### src/ssr_pkg.sv
// ----------------------------------------------------------------------------
// ssr_pkg
// Shared types and constants of the streaming substring replace block.
// ----------------------------------------------------------------------------
package ssr_pkg;

   localparam int MAX_PATTERN     = 8;
   localparam int MAX_REPLACEMENT = 8;
   localparam int QUEUE_DEPTH     = 8;

   localparam logic [1:0] CSR_PATTERN_BYTES      = 2'd0;
   localparam logic [1:0] CSR_PATTERN_LENGTH     = 2'd1;
   localparam logic [1:0] CSR_REPLACEMENT_BYTES  = 2'd2;
   localparam logic [1:0] CSR_REPLACEMENT_LENGTH = 2'd3;

   typedef struct packed {
      logic [7:0] text_byte;
      logic       text_last;
   } req_type;

   typedef struct packed {
      logic [7:0] out_byte;
      logic       out_valid;
      logic       out_last;
   } rsp_type;

   typedef struct packed {
      logic en;
      logic shift;
      logic take_new;
   } cell_ctl_type;

endpackage

### src/ssr_cell.sv
// ----------------------------------------------------------------------------
// ssr_cell
// One window byte: holds it, compares it with its pattern lane, hands it on.
// ----------------------------------------------------------------------------
module ssr_cell (
   input  logic                 clock,
   input  ssr_pkg::cell_ctl_type ctl,
   input  logic [7:0]           text_byte,
   input  logic [7:0]           nbr_byte,
   input  logic [7:0]           pat_byte,
   output logic [7:0]           pushed_byte,
   output logic                 eq
);
   import ssr_pkg::*;

   logic [7:0] byte_ff;
   logic [7:0] byte_in;

   assign pushed_byte = ctl.take_new ? text_byte : byte_ff;
   assign eq          = (pushed_byte == pat_byte);
   assign byte_in     = ctl.shift ? nbr_byte : pushed_byte;

   always_ff @(posedge clock) begin
      if (ctl.en) begin
         byte_ff <= byte_in;
      end
   end

endmodule

### src/ssr_outq.sv
// ----------------------------------------------------------------------------
// ssr_outq
// Result queue: loaded in parallel, drained from the head one transfer per cycle while take is high.
// ----------------------------------------------------------------------------
module ssr_outq (
   input  logic             clock,
   input  logic             reset,
   input  logic             load,
   input  logic [3:0]       load_cnt,
   input  ssr_pkg::rsp_type load_ent [ssr_pkg::QUEUE_DEPTH],
   input  logic             take,
   output ssr_pkg::rsp_type head,
   output logic [3:0]       cnt
);
   import ssr_pkg::*;

   rsp_type    ent_ff [QUEUE_DEPTH];
   logic [3:0] cnt_ff;
   logic [3:0] cnt_in;

   assign head = ent_ff[0];
   assign cnt  = cnt_ff;

   always_comb begin
      cnt_in = cnt_ff;
      if (load) begin
         cnt_in = load_cnt;
      end else if (take) begin
         cnt_in = cnt_ff - 4'd1;
      end
   end

   always_ff @(posedge clock) begin
      if (reset) begin
         cnt_ff <= 4'd0;
      end else begin
         cnt_ff <= cnt_in;
      end
   end

   always_ff @(posedge clock) begin
      for (int k = 0; k < QUEUE_DEPTH; k++) begin
         if (load) begin
            ent_ff[k] <= load_ent[k];
         end else if (take && k < QUEUE_DEPTH - 1) begin
            ent_ff[k] <= ent_ff[k + 1];
         end
      end
   end

endmodule

### src/stream_substring_replace_top.sv
// ----------------------------------------------------------------------------
// stream_substring_replace_top
// Find and replace all over a byte stream, pattern window as a row of cells.
//
//   port    dir  payload            transfer
//   req_    in   req_type           req_valid & !req_stall
//   rsp_    out  rsp_type           rsp_valid & !rsp_stall
//   csr_    in   64-bit wdata       csr_we, index 0..3
//
// one byte per cycle while each byte yields at most one result and rsp_stall
// is low; a byte with more results stalls the input; the result queue drains
// one entry per cycle unless stalled, taking the next byte with its last entry
// results appear in the output register the cycle after the input transfer
// synchronous reset clears counts; window bytes are unknown until written
// ----------------------------------------------------------------------------
module stream_substring_replace_top (
   input  logic             clock,
   input  logic             reset,
   input  logic             req_valid,
   output logic             req_stall,
   input  ssr_pkg::req_type req_data,
   output logic             rsp_valid,
   input  logic             rsp_stall,
   output ssr_pkg::rsp_type rsp_data,
   input  logic             csr_we,
   input  logic [1:0]       csr_index,
   input  logic [63:0]      csr_wdata
);
   import ssr_pkg::*;

   localparam logic [3:0] MAX_PAT_LEN = 4'(MAX_PATTERN);
   localparam logic [3:0] MAX_REP_LEN = 4'(MAX_REPLACEMENT);

   logic [63:0] pattern_bytes_ff;
   logic [3:0]  pattern_length_ff;
   logic [63:0] replacement_bytes_ff;
   logic [3:0]  replacement_length_ff;
   logic [2:0]  pend_ff;
   logic [2:0]  pend_in;

   logic [3:0]  plen;
   logic [3:0]  rlen;
   logic [3:0]  pend_ext;
   logic        decide;
   logic        hit;
   logic        req_take;
   logic        rsp_take;
   logic        last;
   logic        use_repl;
   logic        bare;
   logic        shift;
   logic [3:0]  n;
   logic [3:0]  q_cnt;
   logic        q_load;

   cell_ctl_type ctl [MAX_PATTERN];
   logic [7:0]   pushed [MAX_PATTERN];
   logic [MAX_PATTERN-1:0] eq;
   logic [MAX_PATTERN-1:0] lane_used;
   rsp_type      ent [QUEUE_DEPTH];

   assign plen     = (pattern_length_ff > MAX_PAT_LEN) ? MAX_PAT_LEN : pattern_length_ff;
   assign rlen     = (replacement_length_ff > MAX_REP_LEN) ? MAX_REP_LEN
                                                            : replacement_length_ff;
   assign pend_ext = {1'b0, pend_ff};
   assign last     = req_data.text_last;
   assign rsp_take = rsp_valid & ~rsp_stall;
   assign req_take = req_valid & ~req_stall;
   assign decide   = (plen != 4'd0) && (pend_ext + 4'd1 == plen);
   assign hit      = &(eq | ~lane_used);

   // cell row
   for (genvar j = 0; j < MAX_PATTERN; j++) begin : g_cell
      assign lane_used[j]   = (4'(j) < plen);
      assign ctl[j].en       = req_take && (plen != 4'd0);
      assign ctl[j].shift    = shift;
      assign ctl[j].take_new = (4'(j) >= pend_ext);

      ssr_cell u_cell (
         .clock       (clock),
         .ctl         (ctl[j]),
         .text_byte   (req_data.text_byte),
         .nbr_byte    ((j == MAX_PATTERN - 1) ? req_data.text_byte
                                              : pushed[(j + 1) % MAX_PATTERN]),
         .pat_byte    (pattern_bytes_ff[8*j +: 8]),
         .pushed_byte (pushed[j]),
         .eq          (eq[j])
      );
   end

   // decision
   always_comb begin
      use_repl = 1'b0;
      bare     = 1'b0;
      shift    = 1'b0;
      n        = 4'd0;
      pend_in  = pend_ff;
      if (plen == 4'd0) begin
         n       = 4'd1;
         pend_in = 3'd0;
      end else if (decide && hit) begin
         use_repl = 1'b1;
         pend_in  = 3'd0;
         if (rlen == 4'd0 && last) begin
            bare = 1'b1;
            n    = 4'd1;
         end else begin
            n = rlen;
         end
      end else if (decide) begin
         shift   = 1'b1;
         n       = last ? plen : 4'd1;
         pend_in = last ? 3'd0 : 3'(plen - 4'd1);
      end else begin
         n       = last ? pend_ext + 4'd1 : 4'd0;
         pend_in = last ? 3'd0 : 3'(pend_ext + 4'd1);
      end
   end

   always_comb begin
      for (int j = 0; j < QUEUE_DEPTH; j++) begin
         ent[j].out_byte  = bare ? 8'd0
                          : (use_repl ? replacement_bytes_ff[8*j +: 8]
                                      : pushed[j % MAX_PATTERN]);
         ent[j].out_valid = ~bare;
         ent[j].out_last  = last && (4'(j) == n - 4'd1);
      end
   end

   assign q_load    = req_take && (n != 4'd0);
   assign req_stall = ~((q_cnt == 4'd0) || (q_cnt == 4'd1 && rsp_take));
   assign rsp_valid = (q_cnt != 4'd0);

   ssr_outq u_outq (
      .clock    (clock),
      .reset    (reset),
      .load     (q_load),
      .load_cnt (n),
      .load_ent (ent),
      .take     (rsp_take),
      .head     (rsp_data),
      .cnt      (q_cnt)
   );

   // registers and window count
   always_ff @(posedge clock) begin
      if (reset) begin
         pattern_bytes_ff      <= 64'd0;
         pattern_length_ff     <= 4'd0;
         replacement_bytes_ff  <= 64'd0;
         replacement_length_ff <= 4'd0;
         pend_ff               <= 3'd0;
      end else begin
         if (csr_we && csr_index == CSR_PATTERN_LENGTH) begin
            pend_ff <= 3'd0;
         end else if (req_take) begin
            pend_ff <= pend_in;
         end
         if (csr_we) begin
            case (csr_index)
               CSR_PATTERN_BYTES: begin
                  pattern_bytes_ff <= csr_wdata;
               end
               CSR_PATTERN_LENGTH: begin
                  pattern_length_ff <= csr_wdata[3:0];
               end
               CSR_REPLACEMENT_BYTES: begin
                  replacement_bytes_ff <= csr_wdata;
               end
               CSR_REPLACEMENT_LENGTH: begin
                  replacement_length_ff <= csr_wdata[3:0];
               end
               default: begin
               end
            endcase
         end
      end
   end

   a_pend_below_plen: assert property (@(posedge clock) disable iff (reset)
      (plen != 4'd0) |-> (pend_ext < plen))
      else $error("window count not below pattern length");

   a_pend_zero_passthru: assert property (@(posedge clock) disable iff (reset)
      (plen == 4'd0) |-> (pend_ff == 3'd0))
      else $error("window holds bytes in pass-through mode");

   a_last_flushes: assert property (@(posedge clock) disable iff (reset)
      (req_take && last) |=> (pend_ff == 3'd0))
      else $error("window not empty after last byte");

   a_load_fits: assert property (@(posedge clock) disable iff (reset)
      q_load |-> (n <= 4'(QUEUE_DEPTH)) && (q_cnt == 4'd0 || rsp_take))
      else $error("result queue loaded while occupied");

endmodule

### config.mk
export PLATFORM = sky130hd
export DESIGN_NAME = stream_substring_replace_top
export DESIGN_NICKNAME = d
export VERILOG_FILES = /design/src/ssr_pkg.sv /design/src/ssr_cell.sv /design/src/ssr_outq.sv /design/src/stream_substring_replace_top.sv
export SDC_FILE = /design/constraint.sdc
export NUM_CORES = 1
export LEC_CHECK = 0
export ABC_AREA = 1
export BUFFER_PORTS_ARGS = -buffer_cell sky130_fd_sc_hd__buf_2
export CAP_MARGIN = 20
export CORE_MARGIN = 10
export CORE_UTILIZATION = 35
export CTS_BUF_LIST = sky130_fd_sc_hd__clkbuf_8
export CTS_CLUSTER_SIZE = 28
export DETAILED_ROUTE_END_ITERATION = 8
export PLACE_DENSITY_LB_ADDON = 0.15
export SYNTH_ARGS = -nofsm -noshare
export SYNTH_HDL_FRONTEND = slang
export SYNTH_SLANG_ARGS = --single-unit
### constraint.sdc
create_clock -name clock -period 5.6 [get_ports clock]
set_input_delay 0.56 -clock clock [delete_from_list [all_inputs] [get_ports clock]]
set_output_delay 0.56 -clock clock [all_outputs]
set_load 0.05 [all_outputs]
# Yosys cells after proc, flatten, opt, wreduce, memory -nomap -nowiden
# Memories as Yosys holds them, arrays and structs flattened.
# Cells that the tools add are included.
dict set report op_classes {
  n_addsub 4
  order_cmp 18
  eq_ne 20
  muxes 67
  bitwise_logic 14
  reduce_logical 31
}
# operator count
set op_table {}
lappend op_table {{8-bit two-way mux} 32}
lappend op_table {{10-bit two-way mux} 7}
lappend op_table {{8-bit == test} 8}
lappend op_table {{4-bit two-way mux} 10}
lappend op_table {{3-bit by 4-bit == test with 1-bit output (first input constant)} 4}
lappend op_table {{4-bit zero test} 4}
lappend op_table {{3-bit by 4-bit < comparator with 1-bit output (first input constant)} 4}
lappend op_table {{1-bit logical AND} 15}
lappend op_table {{3-bit two-way mux} 5}
lappend op_table {{1-bit two-way mux} 13}
lappend op_table {{3-bit greater-or-equal comparator (first input constant)} 4}
lappend op_table {{4-bit nonzero test} 3}
lappend op_table {{2-bit by 4-bit == test with 1-bit output (first input constant)} 2}
lappend op_table {{4-bit > comparator (second input constant)} 2}
lappend op_table {{1-bit by 4-bit < comparator with 1-bit output (first input constant)} 2}
lappend op_table {{2-bit by 4-bit < comparator with 1-bit output (first input constant)} 2}
lappend op_table {{8-bit NOT} 1}
lappend op_table {{8-bit bitwise OR} 1}
lappend op_table {{2-bit AND reduction} 4}
lappend op_table {{8-bit AND reduction} 1}
lappend op_table {{4-bit by 1-bit subtractor with 4-bit output (second input constant)} 2}
lappend op_table {{1-bit bitwise OR} 7}
lappend op_table {{1-bit by 3-bit greater-or-equal comparator with 1-bit output (first input constant)} 2}
lappend op_table {{2-bit by 3-bit greater-or-equal comparator with 1-bit output (first input constant)} 2}
lappend op_table {{other kinds (13)} 17}
dict set report totals {
  regBits 207
  mem_bits_rw 80
  output_inout_bits 12
  wordCells 169
  n_memories 1
}
# name words word_bits rd rd_ports_with_merged_regs write_ports line_no
set memory_table {}
lappend memory_table {u_outq.ent_ff 8 10 8 0 8 ssr_outq.sv:17} ;# rsp_type ent_ff [QUEUE_DEPTH];

# Longest topological paths before layout
# Gate-level depths: netlist of run 1.
dict set report depth {
  word_depth 14
  mapped_depth 29
  depth_no_buf 26
}

# Modules after synthesis
# A second synthesis of run 1 with hierarchy kept.
dict set report hier_totals {
  cells_unflattened 2122
  area_unflattened_um2 15384.8
}
# module instances cells_per_inst area_per_inst_um2 seq_area_each_um2
set modules_own_cells {}
lappend modules_own_cells {stream_substring_replace_top 1 979 6496.2 2782.7}
lappend modules_own_cells {ssr_cell 8 99 658.1 240.2}
lappend modules_own_cells {ssr_outq 1 351 3623.5 2482.4}

# Least setup slack after synthesis of run 1
# Ideal clock, no wire load.
dict set report synth_path {
  path_kind {register to register}
  start {register pend_ff[1]}
  end {memory u_outq.ent_ff[0][0] (netlist name) (enable)}
  setup_ps 430
  arrival_time_ps 4067
  t_required_ps 5170
  setup_slack_ps 1103
  stages_incl_launch_ff 26
  n_path_buf 2
  period_less_slack_ps 4497
  path_cell_list {dfxtp_1 -> buf_6 -> inv_2 -> ha_1 -> inv_2 -> clkbuf_1 -> nand2_2 -> nand2_2 -> nand2_1 -> nand2_1 -> nand2_1 -> nand2_1 -> nand2_1 -> inv_1 -> nand2_1 -> nor2_1 -> nor2_1 -> nor2_4 -> nand3_4 -> nand2_1 -> inv_2 -> nor2_4 -> nor2_4 -> nand2_2 -> nand2_4 -> nand2_1}
}
# item line_no
set synth_rtl {}
lappend synth_rtl {{start: declaration} stream_substring_replace_top.sv:38} ;# logic [2:0] pend_ff;
lappend synth_rtl {{start signal: assignment} stream_substring_replace_top.sv:157} ;# pend_ff <= pend_in;
lappend synth_rtl {{end: declaration} ssr_outq.sv:17}

==> results.toml, run 1 <==
[drt]
vias = 12711
initialDrtViolationCount = 1060
post_drt_wl_per_cell_um = 18.7
drcViolationCount = 0
dr.pass1.iters = 5
viasPerCell = 5.07
drt.antenna.violating_nets = 0
drt_wl_total_mm = 47.0

[worst_setup_path]
cp.required_ps = 6060
worstSetupStartpointType = "flop"
worst-path-max-fanout = 78
cpMaxStageDelayCell = "buf_4"
max_stage_delay_ps = 620
cpMostUsedCell = "nand2_1"
crit_type = "flop to flop"
r2r-start = "pend_ff[1]"
end_kind = "flop"
worst_ep_arrival_time_ps = 5540
startpoint = "pend_ff[1]"
r2r_setup_slack_ps = 520
worstPathCellList = "inv_2 -> ha_1 -> inv_2 -> nand3_1 -> nand2_1 -> nand2_1 -> nand2_1 -> nand2_1 -> nand2_1 -> nor2_1 -> nand2_1 -> nand2_1 -> nand2_1 -> nor2_4 -> nand3_4 -> buf_4 -> clkinv_1 -> nand2_2 -> buf_4 -> inv_1 -> a21oi_1"
crit_path_end = "u_outq.ent_ff[1][35]"
rr_worst_depth = 21
r2r_end = "u_outq.ent_ff[1][35]"

[run_status]
status = "complete, no violations"

[global_routing]
grt_max_degree = 79
use_met2 = 0.296
grt_antenna_before_repair = 1
grt_use_met3 = 0.0282
grt_overflow_total = 0
grt_pass1_wl_mm = 72.6
track_usage = 0.186
met1_usage = 0.248
grt_pass1_vias = 12395
grt-busiest-layer = "met2"

[floorplan]
start_util = 0.355
io_pins = 92
die_y_um = 221
core_um2 = 39900
dieArea_um2 = 49000
rows = 73
die_x_um = 221

[yosys]
syn-num-nets = 1978
synth.area.top_cells = "edfxtp_1, dfxtp_1, nand2_1, o21ai_0, nand3_1"
synth_top_area_cell = "edfxtp_1"
ys.flop_type = "dfxtp_1"
ys_warn_count = 0
synthDominantCellAreaShare = 0.288
ys_seq_elements = 279
async_flop_share = 0
synth-edff-count = 136
yosysSeqAreaShare = 0.490
synth.avg_cell_area_um2 = 7.51
synth_area_um2 = 14200
syn_inst = 1890
synth_cell_types = 31

[final_layout]
area_growth_pct = 13.3
nFillCells = 4190
num-nets-final = 2029
antenna_cells = 0
final_core_util = 0.403
final_area_um2 = 16100
drive_above_1_share = 0.113

[sta]
fin_crit_ps = 5080
finalClockSkew_ps = 13.9
final-max-slew-violation-count = 0
hold_viol = 0
setup-violations-final = 0
rsz0062_at_grt = "no"
finalCritPeriodShare = 0.907
tightest_slew_ps = 833
max_freq_ghz = 0.197
slew_headroom = 0.445
setup_tns_ps = 0
whs_ps = 182

[clock_network]
cts_buffers = 52
clk_path_buf_depth = 3
cts_hold_buf = 0
cts_tree = "done"
clk_pin_slew_ps = 60
worst_skew_pair.late_latency_ps = 620
post-cts-setup-buffers = 0
cts_root_buffer = "clkbuf_8"
cts.sinks = 279
htreeDepth = 2
cts_resized = 0

[placement]
postPlaceCellArea_um2 = 15000
place_congestion = 0.872
io_buffers = 91
dpl.hpwl_mm = 33.1

[run]
max-cap-violations = 0

[min_path]
hold_class = "input pin to flop"

[power_and_ir_drop]
leakagePower_uw = 0.00703
power_density_nw_per_um2 = 411
ir_drop_mv = 0.202
-- cell usage in the layout (no fill, tap or decap), types with 6 or more instances in the layout --
master    count
nand2_1     595
o21ai_0     245
inv_1       196
nand3_1     145
dfxtp_1     143
edfxtp_1    136
a21oi_1     129
buf_2        91
nor2_1       90
clkbuf_8     67
nand4_1      19
buf_4        17
nand3b_1     15
a31oi_1      12
nand2_2       8
xnor2_1       8
clkinv_2      8
ha_1          8
inv_2         7
nor2_4        6
-- report_power, final --
part | internal [µW] | switching, µW | total [µW] | leakage [µW]
clock | 1210 | 915 | 2120 | 0.000649
sequential | 2750 | 137 | 2890 | 0.00244
combinational | 374 | 1220 | 1590 | 0.00394
total | 4330 | 2270 | 6610 | 0.00703
-- metrics by stage --
step	total power [µW]	cells	setup slack, ps
after floorplan	4100	1890	1100
after global routing	6980	2507	78.0
final	6610	2507	521
after global placement	4520	2411	675
after CTS	6680	2507	558
after detailed placement	4540	2412	614
-- synthesized netlist by cell type (5+ instances only) --
library cell / count
inv_1: 178
nand4_1: 19
buf_6: 10
nand3b_1: 15
a21oi_1: 129
nor2_4: 5
a31oi_1: 12
xnor2_1: 8
edfxtp_1: 136
nand3_1: 146
buf_2: 13
nand2_2: 6
ha_1: 8
nor2_1: 91
o21ai_0: 245
clkbuf_1: 71
nor3_1: 5
buf_4: 13
dfxtp_1: 143
inv_2: 7
buf_1: 7
nand2_1: 598
-- logic make-up after synthesis --
kind of cell / share of synthesized area
flops: 0.490
simple gates: 0.267
xor+xnor: 0.00741
fa+ha+maj: 0.00706
compound gates: 0.138
buf+inv: 0.0907
-- state kept, by name, indices dropped and copies added, names as in the netlist --
name / flops
g_cell.u_cell.byte_ff: 56
pattern_bytes_ff: 64
pattern_length_ff: 4
pend_ff: 3
replacement_bytes_ff: 64
replacement_length_ff: 4
u_outq.cnt: 4
u_outq.ent_ff: 80
-- per-layer routing --
| metal | share of wire | wire length (µm) |
|---|---|---|
| met5 | 0.00028 | 13 |
| met4 | 0.032 | 1500 |
| met3 | 0.057 | 2660 |
| met2 | 0.46 | 21400 |
| met1 | 0.46 | 21400 |
-- cell type report --
type / instances / area (µm²) / area share
inverter: 190 / 721 / 0.0448
sequential: 279 / 6950 / 0.432
clock inverter: 28 / 191 / 0.0119
multi-input combinational: 1307 / 5990 / 0.373
timing repair buffer: 111 / 651 / 0.0405
clock buffer: 67 / 922 / 0.0573
tap: 525 / 657 / 0.0408
-- worst min-delay path by stage --
| stage | slack (ps) | depth (start not counted) | from | end |
|---|---|---|---|---|
| CTS | 130 | 3 | csr_wdata[42] | pattern_bytes_ff[42] |
| detailed placement | 440 | 2 | replacement_bytes_ff[9] | replacement_bytes_ff[9] |
| floorplan | 420 | 2 | replacement_bytes_ff[10] | replacement_bytes_ff[10] |
| finish | 180 | 3 | csr_wdata[42] | pattern_bytes_ff[42] |
| global route | 170 | 3 | csr_wdata[42] | pattern_bytes_ff[42] |
| global placement | 440 | 2 | replacement_bytes_ff[8] | replacement_bytes_ff[8] |
-- critical path, delay by kind of cell, from the launching register on --
| family | cells | cell delay [ps] |
|---|---|---|
| fa+ha+maj | 1 | 230 |
| flops | 1 | 600 |
| simple gates | 13 | 1930 |
| compound gates | 1 | 180 |
| buf+inv | 6 | 1910 |
Note: power is estimated with default switching activity, not from simulation.
==> run 2, diff against run 1 <==
ABC_AREA = unset   (was 1)
==> run 2 against run 1 <==
Net effect: hold slack worse by 7.6 ps; combinational power decreased by 3%; die area rose by 1.1%; setup slack improved by 390 ps; synthesized cell count fell by 17%; flip-flop and latch count is the same; count of clock-buffer cells in the layout shrank 10; core utilization shrank 0.45 points; critical path type unchanged; critical path depth decreased by 7; power decreased by 6.0%; sequential share of layout area decreased by 0.29 points; largest cell class unchanged; global-route usage fell by 0.73 points; highest routed layer is now met4.
==> results.toml, run 2 <==
[worst_setup_path]
cp_num_buf_inv = 4
cp_top_family = "simple AND/OR/NAND/NOR gates"
cpMaxStageDelayCell = "nand4b_1"
worstPathCellList = "buf_4 -> ha_1 -> nand4b_1 -> buf_4 -> a2111o_1 -> o22ai_1 -> a31oi_1 -> nor2_1 -> o211ai_1 -> nor4_4 -> buf_4 -> buf_4 -> nand3_1 -> o31a_1"
worstSetupStartpointType = "flop"
cp.required_ps = 5970
worst-path-max-fanout = 26
rr_worst_depth = 14
worst_ep_arrival_time_ps = 5050
r2r_end = "u_outq.ent_ff[0][31]"
cpMostUsedCell = "buf_4"
max_stage_delay_ps = 460
r2r-start = "pend_ff[1]"
r2r_setup_slack_ps = 910
end_kind = "flop"
crit_type = "flop to flop"

[yosys]
yosysMostFrequentCell = "nand2_1"
async_flop_share = 0
synthTopCellsByCount = "nand2_1, a21oi_1, dfxtp_1"
synth_top_area_cell = "edfxtp_1"
syn_inst = 1568
yosysSeqAreaShare = 0.484
synth.area.top_cells = "edfxtp_1, dfxtp_1, nand2_1, mux2i_1, a21oi_1"
synth_cell_types = 63
ys_warn_count = 0
synth-edff-count = 136
ys_seq_elements = 279
syn-num-nets = 1656
synth.avg_cell_area_um2 = 9.15
ys.flop_type = "dfxtp_1"
synthDominantCellAreaShare = 0.285
synth_area_um2 = 14400

[clock_network]
clk_pin_slew_ps = 60
cts_root_buffer = "clkbuf_8"
htreeDepth = 2
cts.sinks = 279
cts_tree = "done"
cts_buffers = 51
cts_resized = 0
clk_path_buf_depth = 3
worst_skew_pair.late_latency_ps = 640
post-cts-setup-buffers = 0
cts_hold_buf = 0

[min_path]
hold_class = "input pin to flop"
min_from = "csr_wdata[10]"
min_path_cells = 3
hold_path_end = "replacement_bytes_ff[10]"

[final_layout]
largest_reg_flops = 80
area_growth_pct = 12.8
largest_register = "u_outq.ent_ff"
num-nets-final = 1713
drive_above_1_share = 0.142
layout.cells.most_common = "nand2_1"
final_core_util = 0.398
nFillCells = 4146
mostFrequentLayoutCells = "nand2_1, a21oi_1, dfxtp_1, edfxtp_1, mux2i_1"
final_area_um2 = 16200
reg.largest.list = "u_outq.ent_ff: 80 flops, pattern_bytes_ff: 64 flops, replacement_bytes_ff: 64 flops"
antenna_cells = 0

[placement]
post-place-ws_ps = 915
postPlaceCellArea_um2 = 15200
io_buffers = 91
place_congestion = 0.831
dpl.hpwl_mm = 30.4

[global_routing]
grt_pass1_vias = 11558
grt_pass1_wl_mm = 69.9
grt_antenna_before_repair = 0
grt_max_degree = 90
track_usage = 0.179
grt_overflow_total = 0

[sta]
setup-violations-final = 0
setup_slack_ps = 915
finalCritPeriodShare = 0.837
slew_headroom = 0.331
max_freq_ghz = 0.213
rsz0062_at_grt = "no"
fin_crit_ps = 4690
finalClockSkew_ps = 31.0
hold_viol = 0
setup_tns_ps = 0
tightest_slew_ps = 1000
final-max-slew-violation-count = 0

[floorplan]
dieArea_um2 = 49500
die_y_um = 222
start_util = 0.353
io_pins = 92
die_x_um = 222
rows = 74
core_um2 = 40600

[run]
max-cap-violations = 0

[run_status]
status = "complete, no violations"

[drt]
drt.antenna.violating_nets = 0
drt_wl_total_mm = 45.4
post_drt_wl_per_cell_um = 20.7
dr.pass1.iters = 6
vias = 11552
drcViolationCount = 0
viasPerCell = 5.25
initialDrtViolationCount = 771

[power_and_ir_drop]
leakagePower_uw = 0.00616
power_density_nw_per_um2 = 383
ir_drop_mv = 0.287
==> run 2: changes by cell type in the layout (fill, tap and decap cells not counted), moves of 18 or more <==
cell,change
nand2_1,-227
o21ai_0,-218
nand3_1,-128
mux2i_1,+112
inv_1,-90
o22ai_1,+64
a21oi_1,+47
nor2_1,-35
mux2_2,+27
xnor2_1,+26
xor2_1,+18
==> run 2: area by class of cell <==
class | instances | area, µm² | area share
Sequential cell | 279 | 6950 | 0.429
Inverter | 71 | 267 | 0.0165
Clock buffer | 57 | 785 | 0.0484
Multi-Input combinational cell | 1097 | 6580 | 0.407
Tap cell | 532 | 666 | 0.0411
Clock inverter | 39 | 183 | 0.0113
Timing Repair Buffer | 125 | 763 | 0.0471
==> run 2: worst max path at each step <==
stage,from,endpoint,slack (ps),depth (start not counted)
after floorplan,pend_ff[1],u_outq.ent_ff[0][0],960,16
after global placement,pend_ff[1],u_outq.ent_ff[1][11],960,13
after detailed placement,pend_ff[1],u_outq.ent_ff[1][11],920,13
after CTS,pend_ff[1],u_outq.ent_ff[0][31],920,14
after global routing,pend_ff[1],u_outq.ent_ff[0][31],610,14
final,pend_ff[1],u_outq.ent_ff[0][31],910,14
==> run 2: where the power goes <==
group	switching, µW	leakage (µW)	internal, µW	total (µW)
combinational	1120	0.00312	427	1550
clock	881	0.000619	974	1860
sequential	147	0.00242	2660	2800
==> run 2: logic make-up (layout without fill, tap and decap cells) <==
family	count (synthesis)	after routing	share of synthesized area
AND/OR/NAND/NOR	552	552	0.171
AO/OA/AOI/OAI	342	342	0.144
flip-flops	279	279	0.484
buffers and inverters	192	292	0.0604
multiplexers	139	139	0.0993
XOR/XNOR	56	56	0.0342
adder cells (fa/ha/maj)	8	8	0.00697
==> run 2: per-stage QoR <==
step	hold WS (ps)	total power, µW	std cells
global placement	441	4400	2103
detailed placement	449	4410	2103
global route	149	6520	2200
finish	174	6210	2200
CTS	124	6290	2199
floorplan	436	3890	1568
==> run 2: worst min-delay path, stage by stage <==
cell	delay, ps
buf_2	100
nand2_1	50
a21oi_1	50
==> run 2: routing by layer <==
metal / global-route usage / share of wire
met5: 0 / 0
met4: 0.0599 / 0.022
met3: 0.0301 / 0.060
met2: 0.280 / 0.45
met1: 0.245 / 0.46
